[config.mk]
export PLATFORM = sky130hd
export DESIGN_NAME = cdbr_ram
export DESIGN_NICKNAME = d
export VERILOG_FILES = /design/src/sv/cdbr_ram.sv
export SDC_FILE = /design/constraint.sdc
export NUM_CORES = 2
export LEC_CHECK = 0
export BUFFER_PORTS_ARGS = -buffer_cell sky130_fd_sc_hd__buf_4
export CORE_MARGIN = 2
export CORE_UTILIZATION = 50
export DETAILED_ROUTE_END_ITERATION = 12
export HOLD_SLACK_MARGIN = 0.1
export PLACE_DENSITY = 0.76
export SYNTH_ARGS = -nofsm -noshare
export SYNTH_HDL_FRONTEND = slang
export SYNTH_SLANG_ARGS = --single-unit
[constraint.sdc]
create_clock -name clk -period 3.8 [get_ports clk]
set_clock_uncertainty 0.2 [all_clocks]
set_input_delay 0.19 -clock clk [delete_from_list [all_inputs] [get_ports clk]]
set_output_delay 0.19 -clock clk [all_outputs]
set_load 0.1 [all_outputs]
[src/sv/cdbr_ram.sv]
// Generic single-port-write, single-read RAM with registered read.
// No dependencies.
module cdbr_ram #(
    parameter int WIDTH = 16,
    parameter int DEPTH = 256
) (
    input  logic                     clk,
    input  logic                     we,
    input  logic [$clog2(DEPTH)-1:0] waddr,
    input  logic [WIDTH-1:0]         wdata,
    input  logic [$clog2(DEPTH)-1:0] raddr,
    output logic [WIDTH-1:0]         rdata
);

    logic [WIDTH-1:0] mem [DEPTH];

    always_ff @(posedge clk)
    begin
        if (we)
        begin
            mem[waddr] <= wdata;
        end
        rdata <= mem[raddr];
    end

endmodule

After elaboration in Yosys (flattened, before gate mapping)
Memories as Yosys holds them, arrays and structs flattened. A register that Yosys moved wholly into a read port is not among the register bits.
Cells that the tools add are included.
- memories kept: 1
- input port bits: 34
- output and inout port bits: 16
- RAM bits: 4096
- latch bits: 0
- memory bits (read-only): 0
- word-level logic and storage cells: 3
- bits in registers: 0
- reductions and logical operators: 0
- shift operators: 0
- multiplexer cells: 2
- eq/ne operators: 0
- add/sub/neg operators: 0
- multipliers: 0
- bitwise operators: 0
- $lt $le $gt $ge: 0
- div/mod/pow operators: 0
- memories (name ; words ; width ; read ports ; clocked after memory_dff ; write ports ; RTL line ; text):
    mem ; 256 ; 16 ; 1 ; 1 ; 1 ; 15 ; logic [WIDTH-1:0] mem [DEPTH];
- operator list (operator ; number):
    $mux W1 ; 2

Longest topological paths before layout
- word-level depth: 2
- depth in mapped cells: 12
- depth with buffers taken out: 6

Worst setup path before layout
No wires, ideal clock.
- path type: input-to-reg
- start: input port waddr[3]
- end: memory mem[235][0] (enable)
- cell stages on the path: 6
- path buffers: 3
- setup time: 0.388 ns
- slack: 1.245 ns
- data required time: 3.212 ns
- arrival time: 1.967 ns
- cell sequence: clkbuf_1 -> nor2b_1 -> clkbuf_1 -> nand4_1 -> clkbuf_1 -> nor2_1
- RTL lines (element ; RTL line ; text):
    from (decl) ; 9 ; input logic [$clog2(DEPTH)-1:0] waddr,
    to (decl) ; 15 ;
No word-level cell before the write port.

==> qor.csv <==
metric;value;unit
Hold Buf Count CTS;33;
final std cells w/o fill;12481;
antenna violations before repair;24;
Die W;567.4;um
mean post-synth cell area;21.56;um^2
Worst Path Class, Setup;reg2reg;
DRC errors left;0;
status;completed;
Slew HR;9.575;%
htree depth;5;
vias;81903;
Hold Path Class;in2reg;
P per Cell Area;518.1;mW/mm^2
CTS sink count;4112;
Finish-stage setup viols;0;
# placed instances;11725;
first-pass GRT wire length;593.7;mm
f_max;0.2711;GHz
min Tclk post-route;3689;ps
post-CTS setup repair buffer count;0;
Worst-Margin Slew;1356;ps
post-synthesis sequential area ratio;77.70;%
synth unique cells;52;
post-CTS sizing;0;
Initial Utilization;50.31;%
Core Rows;206;
LEAKAGE;57.51;nW
EDFF count, synth;4096;
most instantiated library cell after synthesis;edfxtp_1;
Worst VDD drop;0.4040;mV
Synth area leader;edfxtp_1;
cts bufs inserted;390;
Final #Nets;8024;
Synth area leaders;edfxtp_1, mux4_2, mux2i_1, o221ai_1, nor2_1;
Slew Limit Fails;0;
share of cells above drive strength 1;25.36;%
FFs w/ async S/R, synth;0;%
Final Cycle Share;97.08;%
Setup WS pre-CTS;-307.2;ps
top-area cell type share of the netlist area;77.50;%
First DRT Iteration DRCs;12888;
Fillers;21831;
Worst Setup Start Kind;flop;
setup ws final;110.8;ps
overall routing resource usage;25.63;%
I/O pin total;50;
drt first pass iters;8;
Ys Warns;0;
WP data required;4350;ps
grt total ovfl;0;
area growth from synthesis to layout;13.55;%
Post-Synthesis Cells;7360;
drt wl/cell;33.50;um
drt total wl;418.1;mm
Clock Latency Late Sink;930;ps
Final Hold Vio Count;0;
largest net degree at the start of global routing;147;
Clk pin slew, worst setup/hold paths;60;ps
CTS tree;built;
vias in the first global route;81247;
Root Driver;clkbuf_16;
post-place instance area;0.1674;mm^2
WHS;172.5;ps
Final Power;93.38;mW
Die H;567.4;um
Mapped Area;0.1587;mm^2
GPL Wtd Cong;0.9545;
Worst Path Max Fanout;1;
number of synthesized register bits;4112;
PortBufs;49;
die area;0.3220;mm^2
total core area;0.3155;mm^2
unrepaired setup endpoints after global routing;no;
CP endpoint kind;flop;
WP data arrival;4240;ps
Mapped Nets;7394;
CTS max path bufs;4;
hpwl dp;247.1;mm
main flop type after synthesis;edfxtp_1;
Post-DRT Antenna Nets;0;
max-cap check violation count;0;
most frequent cells after synthesis;edfxtp_1, mux4_2, mux2i_1, nor2_1, o221ai_1;
via/cell ratio;6.562;
fin area;0.1802;mm^2
[stage by stage]
| step | setup TNS, ps | util (%) |
|---|---|---|
| CTS | 0 | 57.11 |
| global route | 0 | 57.12 |
| finish | 0 | 57.13 |
| global placement | -740.5 | 53.07 |
| detailed placement | -798.4 | 53.07 |
| floorplan | 0 | - |
[layer usage]
layer | wire length (um) | vias up | track usage [%] | part of all wire [%]
li1 | - | 32583 | - | -
met1 | 144800 | 42439 | 33.13 | 35
met2 | 198900 | 5803 | 40.61 | 48
met3 | 48980 | 1070 | 6.125 | 12
met4 | 25310 | 8 | 13.50 | 6.1
met5 | 50 | - | 0.04462 | 0.012
[placed cells by master (no fill, tap or decap), drive strengths merged, types with 3 or more instances in the layout]
master and n:
clkinvlp 10, and3 11, nor2b 9, mux4 797, mux2 88, a211oi 18
nor3 92, a221oi 28, buf 657, nand4 26, mux2i 565, nor4 18
o21ai 38, nand2 38, nand3 35, o22ai 148, o31ai 16, bufinv 34
dfxtp 16, dlygate4sd3 33, o32ai 21, clkbuf 478, or2 5, inv 21
a2111oi 6, a21oi 175, a22oi 43, nand2b 3, a22o 32, nand4b 3
o221ai 253, diode 16, nor2 304, a31oi 6, clkinv 168, edfxtp 4096
[final cells by class]
| type | instances | area (um^2) | share of cell area [%] |
|---|---|---|---|
| multi-input combinational | 2792 | 32790 | 18.19 |
| timing repair buffer | 690 | 6419 | 3.561 |
| inverter | 4 | 27.53 | 0.01527 |
| antenna | 16 | 40.04 | 0.02222 |
| sequential | 4112 | 123300 | 68.42 |
| clock buffer | 478 | 10210 | 5.667 |
| tap | 4160 | 5205 | 2.888 |
| clock inverter | 229 | 2211 | 1.227 |
[sequential cells by signal, indices dropped and copies added, names as in the netlist]
register  flops
rdata        16
mem        4096
[power breakdown]
part,total (mW),switching [mW],internal [mW]
registers,50.1,0.127,50.0
clock network,38.1,16.6,21.5
logic,5.13,3.40,1.73
total,93.4,20.2,73.2
[kinds of logic after synthesis]
kind of cell | share of synthesized area, %
multiplexers | 15.50
AO/OA/AOI/OAI | 3.537
AND/OR/NAND/NOR | 1.574
flip-flops | 77.70
buffers and inverters | 1.693
[worst paths after layout]
| kind | from | to | slack, ps | depth (start not counted) |
|---|---|---|---|---|
| worst min register to register | mem[194][5] | rdata[5] | 840 | 6 |
| worst max-delay path | mem[10][11] | rdata[11] | 110 | 6 |
| worst max register to register | mem[10][11] | rdata[11] | 110 | 6 |
| worst min-delay path | wdata[0] | mem[97][0] | 170 | 2 |
[worst max-delay path: stages, from the launching register on]
cell and delay (ps):
edfxtp_1 370, mux4_2 480, mux2_2 290, a22oi_1 710
nand2_1 260, o32ai_1 1050, nor4_1 150
Note: power is estimated with default switching activity, not from simulation.
