## src/sv/cdbr_pkg.sv

```systemverilog
// Package for the conv2d bias/ReLU unit: word types, field widths and codes.
// No dependencies.
package cdbr_pkg;

    localparam int VAL_W = 16;
    localparam int ACC_W = 48;

    typedef enum logic [1:0] {
        KIND_WEIGHT = 2'd0,
        KIND_BIAS   = 2'd1,
        KIND_PIXEL  = 2'd2,
        KIND_NONE   = 2'd3
    } kind_t;

    typedef enum logic [2:0] {
        REG_IMG_H  = 3'd0,
        REG_IMG_W  = 3'd1,
        REG_KER_H  = 3'd2,
        REG_KER_W  = 3'd3,
        REG_FCOUNT = 3'd4
    } reg_idx_t;

    typedef struct packed {
        logic [1:0]        kind;
        logic [2:0]        filter_index;
        logic [2:0]        tap_row;
        logic [2:0]        tap_col;
        logic signed [15:0] value;
    } in_word_t;

    typedef struct packed {
        logic [2:0]  filter_id;
        logic [5:0]  out_row;
        logic [5:0]  out_col;
        logic [14:0] activation;
        logic        last;
    } out_word_t;

    // mac control from the sequencer
    typedef struct packed {
        logic clear;
        logic bias;
        logic mac;
    } mac_ctl_t;

endpackage

```

## src/sv/cdbr_mac.sv

```systemverilog
// Shared multiply-accumulate unit with ReLU and saturation on the sum.
// Depends on cdbr_pkg.
module cdbr_mac
    import cdbr_pkg::*;
(
    input  logic                     clk,
    input  mac_ctl_t                 ctl,
    input  logic signed [VAL_W-1:0]  a,
    input  logic signed [VAL_W-1:0]  b,
    output logic [14:0]              act
);

    logic signed [ACC_W-1:0]   acc_reg;
    logic signed [2*VAL_W-1:0] prod;
    logic signed [ACC_W-1:0]   acc_next;
    logic [ACC_W-9:0]          q;

    assign prod = a * b;

    always_comb
    begin
        acc_next = acc_reg;
        if (ctl.clear)
        begin
            acc_next = '0;
        end
        else if (ctl.bias)
        begin
            acc_next = acc_reg + {{(ACC_W-VAL_W-8){a[VAL_W-1]}}, a, 8'd0};
        end
        else if (ctl.mac)
        begin
            acc_next = acc_reg + {{(ACC_W-2*VAL_W){prod[2*VAL_W-1]}}, prod};
        end
    end

    always_ff @(posedge clk)
    begin
        acc_reg <= acc_next;
    end

    assign q = acc_reg[ACC_W-1:8];

    always_comb
    begin
        if (acc_reg[ACC_W-1] || acc_reg == '0)
        begin
            act = '0;
        end
        else if (q > (ACC_W-8)'(32767))
        begin
            act = 15'h7FFF;
        end
        else
        begin
            act = q[14:0];
        end
    end

endmodule

```

## config.mk

```make
export PLATFORM = sky130hd
export DESIGN_NAME = cdbr_mac
export DESIGN_NICKNAME = d
export VERILOG_FILES = /design/src/sv/cdbr_pkg.sv /design/src/sv/cdbr_mac.sv
export SDC_FILE = /design/constraint.sdc
export NUM_CORES = 1
export LEC_CHECK = 0
export ABC_CLOCK_PERIOD_IN_PS = 8250
export BUFFER_PORTS_ARGS = -buffer_cell sky130_fd_sc_hd__buf_2
export CAP_MARGIN = 20
export CORE_MARGIN = 3
export CORE_UTILIZATION = 50
export DETAILED_ROUTE_END_ITERATION = 8
export PLACE_DENSITY = 0.69
export SYNTH_ARGS = -nofsm -noshare
export SYNTH_HDL_FRONTEND = slang
export SYNTH_SLANG_ARGS = --single-unit
export TNS_END_PERCENT = 100
```

## constraint.sdc

```tcl
create_clock -name clk -period 8.25 [get_ports clk]
set_input_delay 0.4125 -clock clk [delete_from_list [all_inputs] [get_ports clk]]
set_output_delay 0.4125 -clock clk [all_outputs]
set_load 0.005 [all_outputs]
```

**Yosys cells after proc, flatten, opt, wreduce, memory -nomap -nowiden**

Index checks and enable logic that the tools add are counted.

- Bits in registers: 48
- Input bits: 36
- Output and inout port bits: 15
- Word-level logic and storage cells: 12

- $add $sub $neg: 2
- Multiply operators: 1
- Order comparisons: 1
- Mux-type cells: 4
- Reduce and logical (&&, ||, !) cells: 3

Operator list:

| kind | count |
|---|---|
| 48-bit adder | 2 |
| 48-bit two-way mux | 2 |
| 48-bit logical NOT | 1 |
| 40-bit by 15-bit > comparator with 1-bit output (second input constant) | 1 |
| 16-bit by 16-bit multiplier with 32-bit output | 1 |
| 15-bit two-way mux | 2 |
| 2-bit nonzero test | 1 |
| 1-bit logical OR | 1 |

**Depth between registers and ports, before layout**

- Word-level depth: 4
- Gate-level depth with buffers: 38
- Mapped depth without buffers: 36

**Least setup slack after synthesis**

No wires, ideal clock.

- Path type: input -> register
- From: input a[15]
- To: register acc_reg[47]
- Data arrival time: 8243 ps
- Data required time: 8135 ps
- Slack: -108 ps
- Stages on the path: 34
- Cells stage by stage: clkbuf_1 clkbuf_1 nand2_1 inv_1 fa_1 fa_1 fa_1 fa_1 fa_1 inv_1 fa_1 inv_1 ha_1 and4_1 nand2_1 nor3b_1 nor3_1 o31ai_1 nand4_1 nand3b_1 a21oi_1 xnor2_1 ha_1 clkbuf_1 nand4_1 or4_1 a211oi_1 nor2_1 o2111ai_1 o211ai_1 xor2_1 nor2_1 o21a_1 o21ba_2

- Cells in the longest elaborated chain, start to end: 4
- Elaborated cells between the ends (all ways): 5
- Classes of those cells: 2 x add/sub; 1 x mul; 2 x mux

RTL lines:

| element | RTL line | source |
|---|---|---|
| from (decl) | cdbr_mac.sv:8 | `input logic signed [VAL_W-1:0] a,` |
| 16-bit by 16-bit multiplier with 32-bit output | cdbr_mac.sv:18 | `assign prod = a * b;` |
| 48-bit adder | cdbr_mac.sv:33 | `acc_next = acc_reg + {{(ACC_W-2*VAL_W){prod[2*VAL_W-1]}}, prod};` |
| 48-bit two-way mux | cdbr_mac.sv:31 | `else if (ctl.mac)` |
| 48-bit two-way mux (*) | cdbr_mac.sv:27 | `else if (ctl.bias)` |
| to (signal assigned) | cdbr_mac.sv:39 | `acc_reg <= acc_next;` |
| to (decl) | cdbr_mac.sv:13 | `logic signed [ACC_W-1:0] acc_reg;` |

Mark *: on every way between the ends. The rest lies on a longest branch, timed or not. The select of a mux whose other input is x is not followed.
A chain may end at the register's enable or synchronous reset.

**Worst setup path in the final report**

- From: input a[5]
- To: register acc_reg[45]

The elaborated chain is that of the path after synthesis.

==> metrics.txt <==
skew final=roughly 16 ps; Max stage delay cell, worst path=fa_1; FFs w/ async S/R, synth=0%; Min-Delay Path Class=reg2reg; CTS Sinks=48; Core Rows=66; Fill cells=2,849; min cycle time layout=8003 ps; Seq/Total Area, Yosys=under 10%; Worst Hold Slack=489.2 ps; most common cell after layout, fill and taps aside=inv_1; EDFF count, synth=0; fin area=a little under 0.02 mm2; Antenna Nets Post-Route=0; largest net degree at the start of global routing=73; drt pass-1 iters=6; Max Cap Viol=0; Die ar.=0.03540 mm2; Final Non-Filler Cells=2,667; fin worst setup slack=246.9 ps; post-synth cell types=83; CTS buffer count=5; Worst-path clk slew=90 ps; Placed Cells=2,649; Syn Inst Count=1,993; vias in the first global route=15,280; register area=960.9 um2; most used cell, CP=fa_1; Overflow after GRT=0; core area=0.03262 mm2; CP max FO=6; first-pass GRT wire length=74.92 mm; Clk Tree Root Cell=clkbuf_16; initial antenna violation count=0; Startpoint Class=primary input; pre-CTS setup slack=-510.5 ps; die height=about 190 um; CP Data Arrival Time=roughly 8200 ps; Area contributors post-synth=fa_1 (32%), ha_1 (13%), inv_1 (7.3%); Synth Register Bits=48; Cell Area, Synth=0.01659 mm2; routed wire length=about 45 mm; Top FF cell, synth=dfxtp_1; Post-Syn Nets=2,461; routed via count=14,780; worst-skew pair later-pin latency=between 300 and 400 ps; post-synth top area cell=fa_1; routability cong.=about 0.92; crit share post-route=97.01%; crit-path max cell delay=560 ps; Nets=~2,700; Max Buffers Root-to-Sink=2; fin. max-slew vios=0; I/O pins=51; DIE WIDTH=188.1 um; most frequent cells in the layout=inv_1 (314), fa_1 (251), buf_4 (238), nand2_1 (193), ha_1 (155); crit path kind=in2reg; final antenna diode count=0; Slew HR=between 20% and 30%; Buf+Inv Stages, Crit Path=5; Slew @ Worst Pin=1063 ps; initial core utilization=50.86%; H-tree depth=2; vias per cell=5.540; Max Fclk=roughly 0.12 GHz; area share of the largest cell type after synthesis=31.86%; Multi-input gate area=0.01458 mm2; I/O Buffers=50; gr usage total=between 20% and 30%; CTS tree=yes; share of layout cells above drive strength 1=19.37%; Ys Warns=0; wire per inst=approximately 17 um; Hold Vio Cnt, Final=0; DRC Markers=0; CP Data Required Time=8470 ps; Post-CTS Hold Buffers=0; outcome=finished, final reports clean; P&R area growth vs syn=18.92%; Crit path max-delay family=adder cells; placed cell areas=0.01899 mm2; DRC violation total after the first TritonRoute iteration=901; HPWL after DPL=37.53 mm; Syn Area/Cell=roughly 8.3 um2; Critical Path Sink Type=register; # setup viols final=0; max reg flops=48
routing by layer:
| layer | wire [um] | up-vias | global-route usage (%) |
|---|---|---|---|
| met1 | 19670 | 7331 | 34.43 |
| li1 | - | 7010 | - |
| met5 | 0 | - | 0 |
| met3 | 1958 | 65 | 2.524 |
| met2 | 22660 | 369 | 45.11 |
| met4 | 663 | 0 | 4.012 |
path summary, 6_finish.rpt:
path,slack (ps),start,endpoint,cells after the start
max,250,a[5],acc_reg[45],35
min reg2reg,490,acc_reg[2],acc_reg[2],2
max reg2reg,4670,acc_reg[8],acc_reg[46],14
min,490,acc_reg[2],acc_reg[2],2
final cells by class:
cell class / count / share of cell area, %
clock buffer: 5 / 0.6343
clock inverter: 3 / 0.1332
inverter: 325 / 6.184
multi-input combinational: 1544 / 73.92
sequential: 48 / 4.871
tap: 442 / 2.804
timing repair buffer: 300 / 11.45
kinds of logic (layout without fill, tap and decap cells):
| logic type | count (synthesis) | after routing | share of synthesized area [%] |
|---|---|---|---|
| AOI/OAI and AO/OA | 427 | 427 | 17.72 |
| xor gates and xnor gates | 103 | 103 | 5.438 |
| adders and majority gates | 432 | 432 | 44.53 |
| buffers and inverters | 401 | 633 | 9.104 |
| DFF | 48 | 48 | 5.793 |
| muxes | 6 | 6 | 0.3696 |
| and+or+nand+nor | 576 | 576 | 17.05 |
worst register-to-register path, cell delays in order (launching register included):
cell	delay, ps
dfxtp_1	420
ha_1	200
inv_1	50
fa_1	430
nor2b_4	150
o31a_4	150
o311ai_4	140
nor4_4	400
o21ai_2	140
a32oi_2	370
a22o_4	210
a21oi_2	80
or3_1	340
a311o_1	320
a21oi_1	110
stage by stage:
step                utilization, %  setup TNS [ps]
floorplan                        -               0
global placement             58.20           -3219
detailed placement           58.20           -4704
CTS                          58.84          -8.926
global route                 60.48          -139.1
finish                       60.48               0
cells in the mapped netlist, drive strengths merged (10+ instances only):
| cell | instances |
|---|---|
| o21ai | 65 |
| a21oi | 138 |
| nand2 | 198 |
| nor3 | 26 |
| xnor2 | 68 |
| nand2b | 18 |
| a211oi | 42 |
| o21bai | 11 |
| nor2 | 110 |
| nor2b | 20 |
| inv | 325 |
| a31oi | 10 |
| nand4 | 12 |
| ha | 168 |
| fa | 264 |
| xor2 | 35 |
| clkbuf | 72 |
| and2 | 129 |
| nor4 | 12 |
| dfxtp | 48 |
| a221oi | 17 |
| o21a | 29 |
| nand3 | 19 |
| and3 | 10 |
| a21o | 45 |
repair_timing:
action / 4_1_cts / 5_1_grt
setup buffers: 0 / 10
pin swaps: 7 / 90
setup endpoints to repair: 10 / 18
cloned: 0 / 0
gates resized for setup: 17 / 111
Power is left out: the tool's default activity adds up to more than one toggle a clock period on the data nets, which glitch-free logic cannot reach.
